## config.mk

```make
export PLATFORM = sky130hd
export DESIGN_NAME = pll_divider_search
export DESIGN_NICKNAME = d
export VERILOG_FILES = /design/src/sv/pds_pkg.sv /design/src/sv/pds_div.sv /design/src/sv/pds_mul.sv /design/src/sv/pds_apb.sv /design/src/sv/pll_divider_search.sv
export SDC_FILE = /design/constraint.sdc
export NUM_CORES = 1
export LEC_CHECK = 0
export BUFFER_PORTS_ARGS = -buffer_cell sky130_fd_sc_hd__buf_2
export CAP_MARGIN = 20
export CORE_MARGIN = 2
export CORE_UTILIZATION = 55
export CTS_CLUSTER_DIAMETER = 100
export CTS_CLUSTER_SIZE = 20
export DETAILED_ROUTE_END_ITERATION = 12
export GPL_TIMING_DRIVEN = 0
export PLACE_DENSITY = 0.72
export SKIP_LAST_GASP = 1
export SLEW_MARGIN = 20
export SYNTH_ARGS = -nofsm -noshare
export SYNTH_HDL_FRONTEND = slang
export SYNTH_SLANG_ARGS = --single-unit
```

## constraint.sdc

```tcl
create_clock -name clk -period 16.3 [get_ports clk]
set_input_delay 4.075 -clock clk [delete_from_list [all_inputs] [get_ports clk]]
set_output_delay 4.075 -clock clk [all_outputs]
set_load 0.02 [all_outputs]
```

## src/sv/pds_pkg.sv

```systemverilog
// Shared widths, constants and handshake types for the PLL divider search.
package pds_pkg;

  // Field widths.
  localparam int TGT_W   = 30;  // target in Hz
  localparam int REF_W   = 27;  // reference in Hz
  localparam int TGT_U_W = 27;  // target in 10 Hz units
  localparam int REF_U_W = 24;  // reference in 10 Hz units
  localparam int DIV_W   = 6;   // input divider
  localparam int MULT_W  = 9;   // feedback multiplier
  localparam int VCO_W   = 18;  // VCO input in 10 Hz units, window-checked
  localparam int PROD_W  = 33;  // target units times divider
  localparam int REFMIN_W = 32; // reference units times minimum multiplier

  // Serial divider datapath widths.
  localparam int NUM_W  = PROD_W;
  localparam int DEN_W  = REF_U_W;
  localparam int QUO_W  = TGT_U_W;
  localparam int STEP_W = 5;

  // Serial multiplier widths.
  localparam int ACH_W     = VCO_W + MULT_W;
  localparam int MUL_CNT_W = 4;

  // Quotient bits produced by each division.
  localparam logic [STEP_W-1:0] STEPS_TGT  = STEP_W'(TGT_U_W);
  localparam logic [STEP_W-1:0] STEPS_REF  = STEP_W'(REF_U_W);
  localparam logic [STEP_W-1:0] STEPS_MULT = STEP_W'(MULT_W);
  localparam logic [STEP_W-1:0] STEPS_VCO  = STEP_W'(VCO_W);

  // Search constants.
  localparam logic [DEN_W-1:0]   UNIT_HZ       = DEN_W'(10);
  localparam logic [DIV_W-1:0]   MIN_DIVIDER   = DIV_W'(2);
  localparam logic [MULT_W-1:0]  MIN_MULT      = MULT_W'(192);
  localparam logic [REF_U_W-1:0] VCO_LO        = REF_U_W'(100000);
  localparam logic [REF_U_W-1:0] VCO_HI_P1     = REF_U_W'(200001);
  localparam logic [REF_U_W-1:0] VCO_LO_START  = REF_U_W'(200000);
  localparam logic [REF_U_W-1:0] VCO_HI_START  = REF_U_W'(400002);

  // Configuration port.
  localparam int CFG_ADDR_W  = 3;
  localparam int CFG_DATA_W  = 32;
  localparam logic [0:0] REG_REFERENCE = 1'b0;
  localparam logic [REF_W-1:0] REFERENCE_RESET = REF_W'(8000000);

  // Request to the serial divider.
  typedef struct packed {
    logic              start;
    logic [STEP_W-1:0] steps;
  } div_req_t;

endpackage

```

## src/sv/pds_div.sv

```systemverilog
// Bit-serial restoring divider, one quotient bit per cycle.
module pds_div (
  input  logic                          clk,
  input  logic                          rst_n,
  input  pds_pkg::div_req_t             req,
  input  logic [pds_pkg::NUM_W-1:0]     num,
  input  logic [pds_pkg::DEN_W-1:0]     den,
  output logic [pds_pkg::QUO_W-1:0]     quo,
  output logic                          done
);
  import pds_pkg::*;

  logic [NUM_W-1:0]  rem_r;
  logic [NUM_W-1:0]  den_r;
  logic [QUO_W-1:0]  quo_r;
  logic [STEP_W-1:0] cnt_r;
  logic              run_r;
  logic              done_r;
  logic [NUM_W-1:0]  den_load;
  logic              fits;

  // The divisor starts aligned to the top quotient bit the caller asks for.
  assign den_load = NUM_W'(den) << (req.steps - STEP_W'(1));
  assign fits     = (rem_r >= den_r);

  // Control: run flag and the one-cycle done pulse after the last bit.
  always_ff @(posedge clk) begin
    if (!rst_n) begin
      run_r  <= 1'b0;
      done_r <= 1'b0;
    end else begin
      done_r <= run_r && (cnt_r == STEP_W'(1));
      if (req.start) begin
        run_r <= 1'b1;
      end else if (run_r && (cnt_r == STEP_W'(1))) begin
        run_r <= 1'b0;
      end
    end
  end

  // Datapath: subtract the shifted divisor where it fits and shift in one bit.
  always_ff @(posedge clk) begin
    if (req.start) begin
      rem_r <= num;
      den_r <= den_load;
      quo_r <= '0;
      cnt_r <= req.steps;
    end else if (run_r) begin
      if (fits) begin
        rem_r <= rem_r - den_r;
      end
      quo_r <= {quo_r[QUO_W-2:0], fits};
      den_r <= den_r >> 1;
      cnt_r <= cnt_r - STEP_W'(1);
    end
  end

  assign quo  = quo_r;
  assign done = done_r;

endmodule

```

## src/sv/pds_mul.sv

```systemverilog
// Bit-serial shift-and-add multiplier for VCO input times multiplier.
module pds_mul (
  input  logic                          clk,
  input  logic                          rst_n,
  input  logic                          start,
  input  logic [pds_pkg::VCO_W-1:0]     a,
  input  logic [pds_pkg::MULT_W-1:0]    b,
  output logic [pds_pkg::ACH_W-1:0]     prod,
  output logic                          done
);
  import pds_pkg::*;

  logic [ACH_W-1:0]     acc_r;
  logic [ACH_W-1:0]     a_r;
  logic [MULT_W-1:0]    b_r;
  logic [MUL_CNT_W-1:0] cnt_r;
  logic                 run_r;
  logic                 done_r;

  // Control: run flag and done pulse.
  always_ff @(posedge clk) begin
    if (!rst_n) begin
      run_r  <= 1'b0;
      done_r <= 1'b0;
    end else begin
      done_r <= run_r && (cnt_r == MUL_CNT_W'(1));
      if (start) begin
        run_r <= 1'b1;
      end else if (run_r && (cnt_r == MUL_CNT_W'(1))) begin
        run_r <= 1'b0;
      end
    end
  end

  // Datapath: one multiplier bit per cycle, LSB first.
  always_ff @(posedge clk) begin
    if (start) begin
      acc_r <= '0;
      a_r   <= ACH_W'(a);
      b_r   <= b;
      cnt_r <= MUL_CNT_W'(MULT_W);
    end else if (run_r) begin
      if (b_r[0]) begin
        acc_r <= acc_r + a_r;
      end
      a_r   <= a_r << 1;
      b_r   <= b_r >> 1;
      cnt_r <= cnt_r - MUL_CNT_W'(1);
    end
  end

  assign prod = acc_r;
  assign done = done_r;

endmodule

```

## src/sv/pds_apb.sv

```systemverilog
// APB-style configuration register holding the reference frequency.
module pds_apb (
  input  logic                             clk,
  input  logic                             rst_n,
  input  logic                             psel,
  input  logic                             penable,
  input  logic                             pwrite,
  input  logic [pds_pkg::CFG_ADDR_W-1:0]   paddr,
  input  logic [pds_pkg::CFG_DATA_W-1:0]   pwdata,
  output logic [pds_pkg::CFG_DATA_W-1:0]   prdata,
  output logic                             pready,
  output logic [pds_pkg::REF_W-1:0]        reference_hz
);
  import pds_pkg::*;

  logic [REF_W-1:0] reference_hz_r;
  logic [0:0]       reg_idx;
  logic             wr_beat;

  // Word index above the byte lanes selects the register.
  assign reg_idx = paddr[CFG_ADDR_W-1:2];
  assign pready  = 1'b1;
  assign wr_beat = psel && penable && pwrite && pready;

  // Reference register write.
  always_ff @(posedge clk) begin
    if (!rst_n) begin
      reference_hz_r <= REFERENCE_RESET;
    end else if (wr_beat && (reg_idx == REG_REFERENCE)) begin
      reference_hz_r <= pwdata[REF_W-1:0];
    end
  end

  // Read back; unmapped words read as zero.
  assign prdata = (reg_idx == REG_REFERENCE) ? CFG_DATA_W'(reference_hz_r) : '0;

  assign reference_hz = reference_hz_r;

endmodule

```

## src/sv/pll_divider_search.sv

```systemverilog
// The search time grows with k (at most 32), the number of dividers whose VCO input and
// multiplier fall in range: each of them costs two divisions and one multiplication.
// An exact hit ends the search early. busy stays high through the result beat, so a new
// command is taken at the earliest once the result beat of the previous one is over.
// The time is set by the shared bit-serial divider (one quotient bit per cycle) and the
// bit-serial multiplier. Each result beat is shown for one cycle; the receiver cannot stall.
// Reset is synchronous: the sequencer goes idle and the reference register returns to 8 MHz.
module pll_divider_search #(
  parameter int MAX_DIVIDER    = 63,
  parameter int MAX_MULTIPLIER = 432
) (
  input  logic                             clk,
  input  logic                             rst_n,
  // Configuration port.
  input  logic                             psel,
  input  logic                             penable,
  input  logic                             pwrite,
  input  logic [pds_pkg::CFG_ADDR_W-1:0]   paddr,
  input  logic [pds_pkg::CFG_DATA_W-1:0]   pwdata,
  output logic [pds_pkg::CFG_DATA_W-1:0]   prdata,
  output logic                             pready,
  // Command channel.
  input  logic                             start,
  output logic                             busy,
  input  logic [pds_pkg::TGT_W-1:0]        in_target_hz,
  // Result channel.
  output logic                             out_valid,
  output logic [pds_pkg::DIV_W-1:0]        out_divider,
  output logic [pds_pkg::MULT_W-1:0]       out_multiplier,
  output logic                             out_found,
  output logic                             out_exact
);
  import pds_pkg::*;

  localparam logic [DIV_W-1:0] MAX_D   = DIV_W'(MAX_DIVIDER);
  localparam logic [9:0]       MAXM_P1 = 10'(MAX_MULTIPLIER + 1);

  typedef enum logic [9:0] {
    ST_IDLE    = 10'b00_0000_0001,
    ST_DIV_TGT = 10'b00_0000_0010,
    ST_DIV_REF = 10'b00_0000_0100,
    ST_SCALE   = 10'b00_0000_1000,
    ST_CHECK   = 10'b00_0001_0000,
    ST_DIV_M   = 10'b00_0010_0000,
    ST_DIV_V   = 10'b00_0100_0000,
    ST_MUL     = 10'b00_1000_0000,
    ST_CMP     = 10'b01_0000_0000,
    ST_DONE    = 10'b10_0000_0000
  } state_t;

  state_t state_r, state_nxt;

  logic [REF_W-1:0]    reference_hz;
  logic [TGT_U_W-1:0]  tgt_u_r;
  logic [REF_U_W-1:0]  ref_u_r;
  logic [PROD_W-1:0]   prod_r;
  logic [REF_U_W-1:0]  lo_r;
  logic [REF_U_W-1:0]  hi_r;
  logic [PROD_W-1:0]   ref_max_r;
  logic [REFMIN_W-1:0] ref_min_r;
  logic [DIV_W-1:0]    d_r;
  logic [MULT_W-1:0]   m_r;
  logic [TGT_U_W-1:0]  err_r;
  logic [TGT_U_W-1:0]  best_err_r;
  logic [DIV_W-1:0]    best_d_r;
  logic [MULT_W-1:0]   best_m_r;
  logic                found_r;

  logic                accept;
  logic                win_ok;
  logic                mult_ok;
  logic                pass;
  logic                better;
  logic                hit;
  logic                last_d;
  logic                advance;
  logic [33:0]         ref_max_full;
  logic [REFMIN_W-1:0] ref_min_full;

  div_req_t            div_req;
  logic [NUM_W-1:0]    div_num;
  logic [DEN_W-1:0]    div_den;
  logic [QUO_W-1:0]    div_quo;
  logic                div_done;
  logic                mul_start;
  logic [ACH_W-1:0]    mul_prod;
  logic                mul_done;

  // Configuration register.
  pds_apb u_apb (
    .clk          (clk),
    .rst_n        (rst_n),
    .psel         (psel),
    .penable      (penable),
    .pwrite       (pwrite),
    .paddr        (paddr),
    .pwdata       (pwdata),
    .prdata       (prdata),
    .pready       (pready),
    .reference_hz (reference_hz)
  );

  // Shared serial divider and serial multiplier.
  pds_div u_div (
    .clk   (clk),
    .rst_n (rst_n),
    .req   (div_req),
    .num   (div_num),
    .den   (div_den),
    .quo   (div_quo),
    .done  (div_done)
  );

  pds_mul u_mul (
    .clk   (clk),
    .rst_n (rst_n),
    .start (mul_start),
    .a     (div_quo[VCO_W-1:0]),
    .b     (m_r),
    .prod  (mul_prod),
    .done  (mul_done)
  );

  assign busy   = (state_r != ST_IDLE);
  assign accept = start && !busy;

  // Window test without division: 100000*d <= ref < 200001*d.
  assign win_ok  = (ref_u_r >= lo_r) && (ref_u_r < hi_r);
  // Multiplier range test: 192*ref <= target*d < (max+1)*ref.
  assign mult_ok = (prod_r >= PROD_W'(ref_min_r)) && (prod_r < ref_max_r);
  assign pass    = win_ok && mult_ok;

  assign better  = (err_r < best_err_r);
  assign hit     = better && (err_r == '0);
  assign last_d  = (d_r == MAX_D);
  assign advance = ((state_r == ST_CHECK) && !pass) || ((state_r == ST_CMP) && !hit);

  assign ref_max_full = ref_u_r * MAXM_P1;
  assign ref_min_full = ref_u_r * REFMIN_W'(MIN_MULT);

  // Divider requests, one per phase of the search.
  always_comb begin
    div_req = '{start: 1'b0, steps: '0};
    div_num = '0;
    div_den = '0;
    unique case (state_r)
      ST_IDLE: begin
        if (accept) begin
          div_req = '{start: 1'b1, steps: STEPS_TGT};
          div_num = NUM_W'(in_target_hz);
          div_den = UNIT_HZ;
        end
      end
      ST_DIV_TGT: begin
        if (div_done) begin
          div_req = '{start: 1'b1, steps: STEPS_REF};
          div_num = NUM_W'(reference_hz);
          div_den = UNIT_HZ;
        end
      end
      ST_CHECK: begin
        if (pass) begin
          div_req = '{start: 1'b1, steps: STEPS_MULT};
          div_num = prod_r;
          div_den = ref_u_r;
        end
      end
      ST_DIV_M: begin
        if (div_done) begin
          div_req = '{start: 1'b1, steps: STEPS_VCO};
          div_num = NUM_W'(ref_u_r);
          div_den = DEN_W'(d_r);
        end
      end
      default: begin
        div_req = '{start: 1'b0, steps: '0};
      end
    endcase
  end

  assign mul_start = (state_r == ST_DIV_V) && div_done;

  // Sequencer.
  always_comb begin
    state_nxt = state_r;
    unique case (state_r)
      ST_IDLE:    if (accept)   state_nxt = ST_DIV_TGT;
      ST_DIV_TGT: if (div_done) state_nxt = ST_DIV_REF;
      ST_DIV_REF: if (div_done) state_nxt = ST_SCALE;
      ST_SCALE:   state_nxt = ST_CHECK;
      ST_CHECK: begin
        if (pass) begin
          state_nxt = ST_DIV_M;
        end else if (last_d) begin
          state_nxt = ST_DONE;
        end
      end
      ST_DIV_M:   if (div_done) state_nxt = ST_DIV_V;
      ST_DIV_V:   if (div_done) state_nxt = ST_MUL;
      ST_MUL:     if (mul_done) state_nxt = ST_CMP;
      ST_CMP: begin
        if (hit || last_d) begin
          state_nxt = ST_DONE;
        end else begin
          state_nxt = ST_CHECK;
        end
      end
      ST_DONE:    state_nxt = ST_IDLE;
      default:    state_nxt = ST_IDLE;
    endcase
  end

  always_ff @(posedge clk) begin
    if (!rst_n) begin
      state_r <= ST_IDLE;
    end else begin
      state_r <= state_nxt;
    end
  end

  // Search datapath.
  always_ff @(posedge clk) begin
    if ((state_r == ST_DIV_TGT) && div_done) begin
      tgt_u_r <= div_quo;
    end
    // Start the sweep at the smallest divider.
    if ((state_r == ST_DIV_REF) && div_done) begin
      ref_u_r    <= div_quo[REF_U_W-1:0];
      d_r        <= MIN_DIVIDER;
      prod_r     <= PROD_W'(tgt_u_r) << 1;
      lo_r       <= VCO_LO_START;
      hi_r       <= VCO_HI_START;
      best_err_r <= tgt_u_r;
      best_d_r   <= MAX_D;
      best_m_r   <= MIN_MULT;
      found_r    <= 1'b0;
    end
    if (state_r == ST_SCALE) begin
      ref_max_r <= ref_max_full[PROD_W-1:0];
      ref_min_r <= ref_min_full;
    end
    // Step to the next divider; the scaled bounds grow by adding.
    if (advance && !last_d) begin
      d_r    <= d_r + DIV_W'(1);
      prod_r <= prod_r + PROD_W'(tgt_u_r);
      lo_r   <= lo_r + VCO_LO;
      hi_r   <= hi_r + VCO_HI_P1;
    end
    if ((state_r == ST_DIV_M) && div_done) begin
      m_r <= div_quo[MULT_W-1:0];
    end
    // The achieved frequency never exceeds the target.
    if ((state_r == ST_MUL) && mul_done) begin
      err_r <= tgt_u_r - mul_prod;
    end
    if ((state_r == ST_CMP) && better) begin
      best_err_r <= err_r;
      best_d_r   <= d_r;
      best_m_r   <= m_r;
      found_r    <= 1'b1;
    end
  end

  // Result beat.
  assign out_valid      = (state_r == ST_DONE);
  assign out_divider    = best_d_r;
  assign out_multiplier = best_m_r;
  assign out_found      = found_r;
  assign out_exact      = found_r && (best_err_r == '0);

  // Checks.
  a_done_then_idle: assert property (@(posedge clk) disable iff (!rst_n)
    out_valid |=> !busy)
    else $error("busy did not drop after the result beat");

  a_accept_sets_busy: assert property (@(posedge clk) disable iff (!rst_n)
    (start && !busy) |=> (busy && !out_valid))
    else $error("accepted command did not start a search");

  a_exact_needs_found: assert property (@(posedge clk) disable iff (!rst_n)
    (out_valid && out_exact) |-> out_found)
    else $error("exact reported without a found setting");

  a_not_found_default: assert property (@(posedge clk) disable iff (!rst_n)
    (out_valid && !out_found) |-> ((out_divider == MAX_D) && (out_multiplier == MIN_MULT)))
    else $error("default setting not reported when nothing qualified");

  a_found_in_range: assert property (@(posedge clk) disable iff (!rst_n)
    (out_valid && out_found) |->
      ((out_multiplier >= MIN_MULT) && (out_multiplier < MAXM_P1[MULT_W:0])
       && (out_divider >= MIN_DIVIDER) && (out_divider <= MAX_D)))
    else $error("found setting out of range");

endmodule

```

; ---- After elaboration in Yosys (flattened, before gate mapping)
; Cells that the tools add are included.
[totals]
input_bits = 71
reg_bits = 482
[op_classes]
n_reduce_logical = 38
n_mux = 55
n_eq_ne = 21
order_cmp = 6
add_sub_neg = 10
mul = 2
shift = 1
bitwise_logic = 1
[op_table]
columns = operator, n
row1 = $mux 33, 8
row2 = $mux 24, 6
row3 = $pmux 33 s4, 1
row4 = $mux 27, 4
row5 = $pmux 24 s4, 1
row6 = $mux 10, 9
row7 = $pmux 10 s9, 1
row8 = $logic_not 27->1, 2
row9 = $mux 6, 9
row10 = $mux 18, 2
row11 = $mux 9, 4
row12 = $add 33x27->33, 1
row13 = $ge 33x32->1, 1
row14 = $ge 33x33->1, 1
row15 = $lt 33x33->1, 1
row16 = $mul 24x9->33 const B, 1
row17 = $shl 24x5->33, 1
row18 = $sub 33x33->33, 1
row19 = $mux 30, 1
row20 = $add 27x27->27, 1
row21 = $lt 27x27->1, 1
row22 = $sub 27x27->27, 1
row23 = $mul 24x2->26 const B, 1
row24 = $add 24x17->24 const B, 1
row25 = other kinds (34), 74

; ---- Longest topological paths before layout
[depth]
ltp_word = 8
depth_mapped = 22
depth_no_buf = 19

; ---- Hierarchy
; Synthesis repeated with hierarchy kept, for this count alone.
[unflattened]
cells_unflattened = 3582
hier_area_um2 = 34872.2
[modules_own_cells]
columns = module, instances, cells_each, area_per_inst_um2, seq_area_each_um2
row1 = pll_divider_search, 1, 2165, 21918.5, 8298.0
row2 = pds_div, 1, 818, 7379.6, 2712.6
row3 = pds_mul, 1, 444, 4195.3, 1651.6
row4 = pds_apb, 1, 155, 1378.8, 540.5

; ---- Least setup slack after synthesis
; Ideal clock, no wire load.
[synth_path]
path_type = input port to output port
from = input paddr[2] (netlist bit)
to = output prdata[10] (netlist bit)
required_time_ns = 12.225
cell_stages = 3
setup_slack_ns = 7.433
arrival_ns = 4.792
cell_sequence = clkbuf_1 clkbuf_1 nor2b_1
[synth_between]
elab_chain_len = 1
[synth_lines]
columns = element, line
row1 = from (decl), pll_divider_search.sv:18  ; input logic [pds_pkg::CFG_ADDR_W-1:0] paddr,
row2 = $mux 27, pds_apb.sv:35  ; assign prdata = (reg_idx == REG_REFERENCE) ? CFG_DATA_W'(reference_hz_r) : '0;
row3 = to (decl), pll_divider_search.sv:20  ; output logic [pds_pkg::CFG_DATA_W-1:0] prdata,
; No other way between the ends.

; ---- Worst setup path after layout
[layout_path]
from = input paddr[2] (netlist bit)
to = output prdata[7] (netlist bit)
; The elaborated chain is that of the path after synthesis.

==> metrics <==
Syn. warnings=0; share of layout cells above drive strength 1=7.582%; fin nets=~4k; TritonRoute pass-1 iters=7; post-route ant nets=0; status=finished clean; HP Class=reg -> reg; WL/cell=between 20 and 30 um; Worst Skew=0.03220 ns; cts repair resizes=0; Yosys reg bits=476; CP endpoint kind=output pin; Post-Place Cell Area=between 0.03 and 0.04 mm^2; Tmin final=between 9 and 10 ns; placed cell count=4,200; final cycle utilization of the critical path=59.11%; Non-Filler Instances=4,256; Die Ht=248.2 um; Via density=6.176; area leader, netlist=edfxtp_1; Worst VDD drop=roughly 0.095 mV; initial antenna violation count=2; asr flop ratio synth=0%; Starting Density=55.56%; Hold Slack=0.4455 ns; DRT Wirelength=around 110 mm; PortBufs=109; Power Density=89.06 mW/mm^2; maximum clock rate=103.8 MHz; RSZ-0062 raised after global routing=no; setup_tns=0 ns; Synth Flop Type=edfxtp_1; Core Rows=89; DP HPWL=83.55 mm; vias in the first global route=between 20k and 30k; worst slew pin tran=1.263 ns; CORE AREA=0.05902 mm^2; Max Slew Vio Count=0; first-pass GRT wire length=157.9 mm; Synth area leaders=edfxtp_1, ha_1, dfxtp_1; post-synth top area share=33.61%; Finish-stage setup viols=0; EDFF count, synth=around 370; H-tree Lvls=1; Unique masters post-synth=88; clk_lat worst skew=approximately 0.65 ns; worst endpoint required time=12.23 ns; total die area=0.06160 mm^2; Die W=248.2 um; Rel. slew slack=between 15 and 20%; syn_area_per_cell=a little under 10 um^2; Max Root-Sink Buffers=3; synthesis-to-finish area growth=8.031%; DRC=0; total grt overflow=0; Total GRT Usage=34.38%; Worst Path Class, Setup=in -> out; Mapped Cells=3,304; post-CTS setup buffer count=0; final instance area=0.03543 mm^2; CTS clock-pin slew for the worst setup and hold paths=0.08 ns; vias after detailed routing=26.28k; Mapped Area=0.03279 mm^2; Worst Path Max Fanout=10; GP Congestion=about 0.99; Critical Path Start Type=primary input; CTS tree=done; Final Hold Fails=0; pin count of the biggest net entering global routing=43; Sink Count=between 400 and 500; io pins=123; TritonCTS buffer count=29; LEAKAGE=15.06 nW; Worst Path Arrival=5.56 ns; Iter 0 DRT Violations=approximately 2.3k; register area share after synthesis=40.26%; clock root cell=clkbuf_16; # hold bufs at CTS=0; Max Cap Viol=0
==> worst max-delay path, stage by stage <==
cell	delay, ns
buf_2	0.08
clkbuf_1	0.70
clkbuf_1	0.42
nor2b_1	0.09
buf_2	0.17
==> cell usage after synthesis (all sizes together), types with 77 or more instances <==
library cell	number
xnor2	117
nand3	77
inv	280
ha	337
edfxtp	367
a21o	94
nand2	357
dfxtp	109
nor2	238
a21oi	198
fa	86
o21ai	164
==> flip-flops by register name (all words and copies together) (netlist names), 9 cells and up <==
name and cells:
err_r 27, tgt_u_r 27, state_r 10, u_mul.b_r 9
lo_r 19, u_div.rem_r 33, u_div.den_r 33, ref_max_r 33
hi_r 24, u_apb.reference_hz 27, u_mul.prod 27, u_div.quo 27
u_mul.a_r 27, ref_u_r 24, out_multiplier 9, best_err_r 27
m_r 9, ref_min_r 25, prod_r 33
==> power breakdown <==
part	leakage, nW	internal (mW)	switching [mW]
combinational	10.4	0.334	0.575
clock	0.425	0.350	0.440
sequential	4.26	1.41	0.0482
==> metrics by stage <==
stage                     utilization, %  setup WS [ns]  total power, mW
final                              60.03          6.665            3.155
after global routing               60.02          6.601            3.291
after CTS                          59.96          6.652            3.146
after detailed placement           58.46          6.653            2.368
after global placement             58.15          6.722            2.358
after floorplan                        -          7.433            2.084
==> final cells by class <==
type | instances | area [um^2]
Tap cell | 773 | 967.2
Buffer | 107 | 460.4
Clock inverter | 7 | 73.82
Inverter | 282 | 1059
Timing Repair Buffer | 120 | 716.9
Fill cell | 5030 | 23590
Sequential cell | 476 | 13200
Clock buffer | 47 | 813.3
Multi-Input combinational cell | 2443 | 18130
Antenna cell | 1 | 2.502
==> path summary, 6_finish.rpt <==
kind                            cells past startpoint              end  slack [ns]           from
worst max-delay path                                5        prdata[7]        6.66       paddr[2]
worst min-delay path                                0      tgt_u_r[26]        0.45  u_div.quo[26]
worst max register to register                     18  u_div.den_r[18]        9.22    ref_u_r[17]
worst min register to register                      0      tgt_u_r[26]        0.45  u_div.quo[26]
==> per-layer routing <==
layer / GRT usage [%] / vias to the layer above / routed length, um / part of all wire [%]
met4: 15.98 / 2 / 5653 / 5.3
li1: - / 12180 / - / -
met5: 0 / - / 11 / 0.010
met2: 57.00 / 965 / 49760 / 47
met3: 5.753 / 230 / 7556 / 7.1
met1: 44.07 / 12900 / 43500 / 41
==> layout by cell type (no fill, tap or decap), types with 53 or more instances in the layout <==
master / instances
edfxtp_1: 367
a21o_1: 94
o21ai_0: 161
nand2_1: 355
clkbuf_1: 86
nor3_1: 53
xnor2_1: 117
fa_1: 86
inv_1: 279
xor2_1: 64
a21oi_1: 198
ha_1: 337
nand3_1: 76
buf_2: 129
dfxtp_1: 109
nor2_1: 238
==> cells by family after synthesis <==
logic type	count (synthesis)	synth area share (%)
simple gates	984	14.10
mux	91	2.961
other cells	2	0.02290
flops	476	40.26
xor+xnor	181	4.834
compound gates	758	15.10
fa+ha+maj	423	18.11
buf+inv	389	4.617
(Power assumes the default switching activity.)
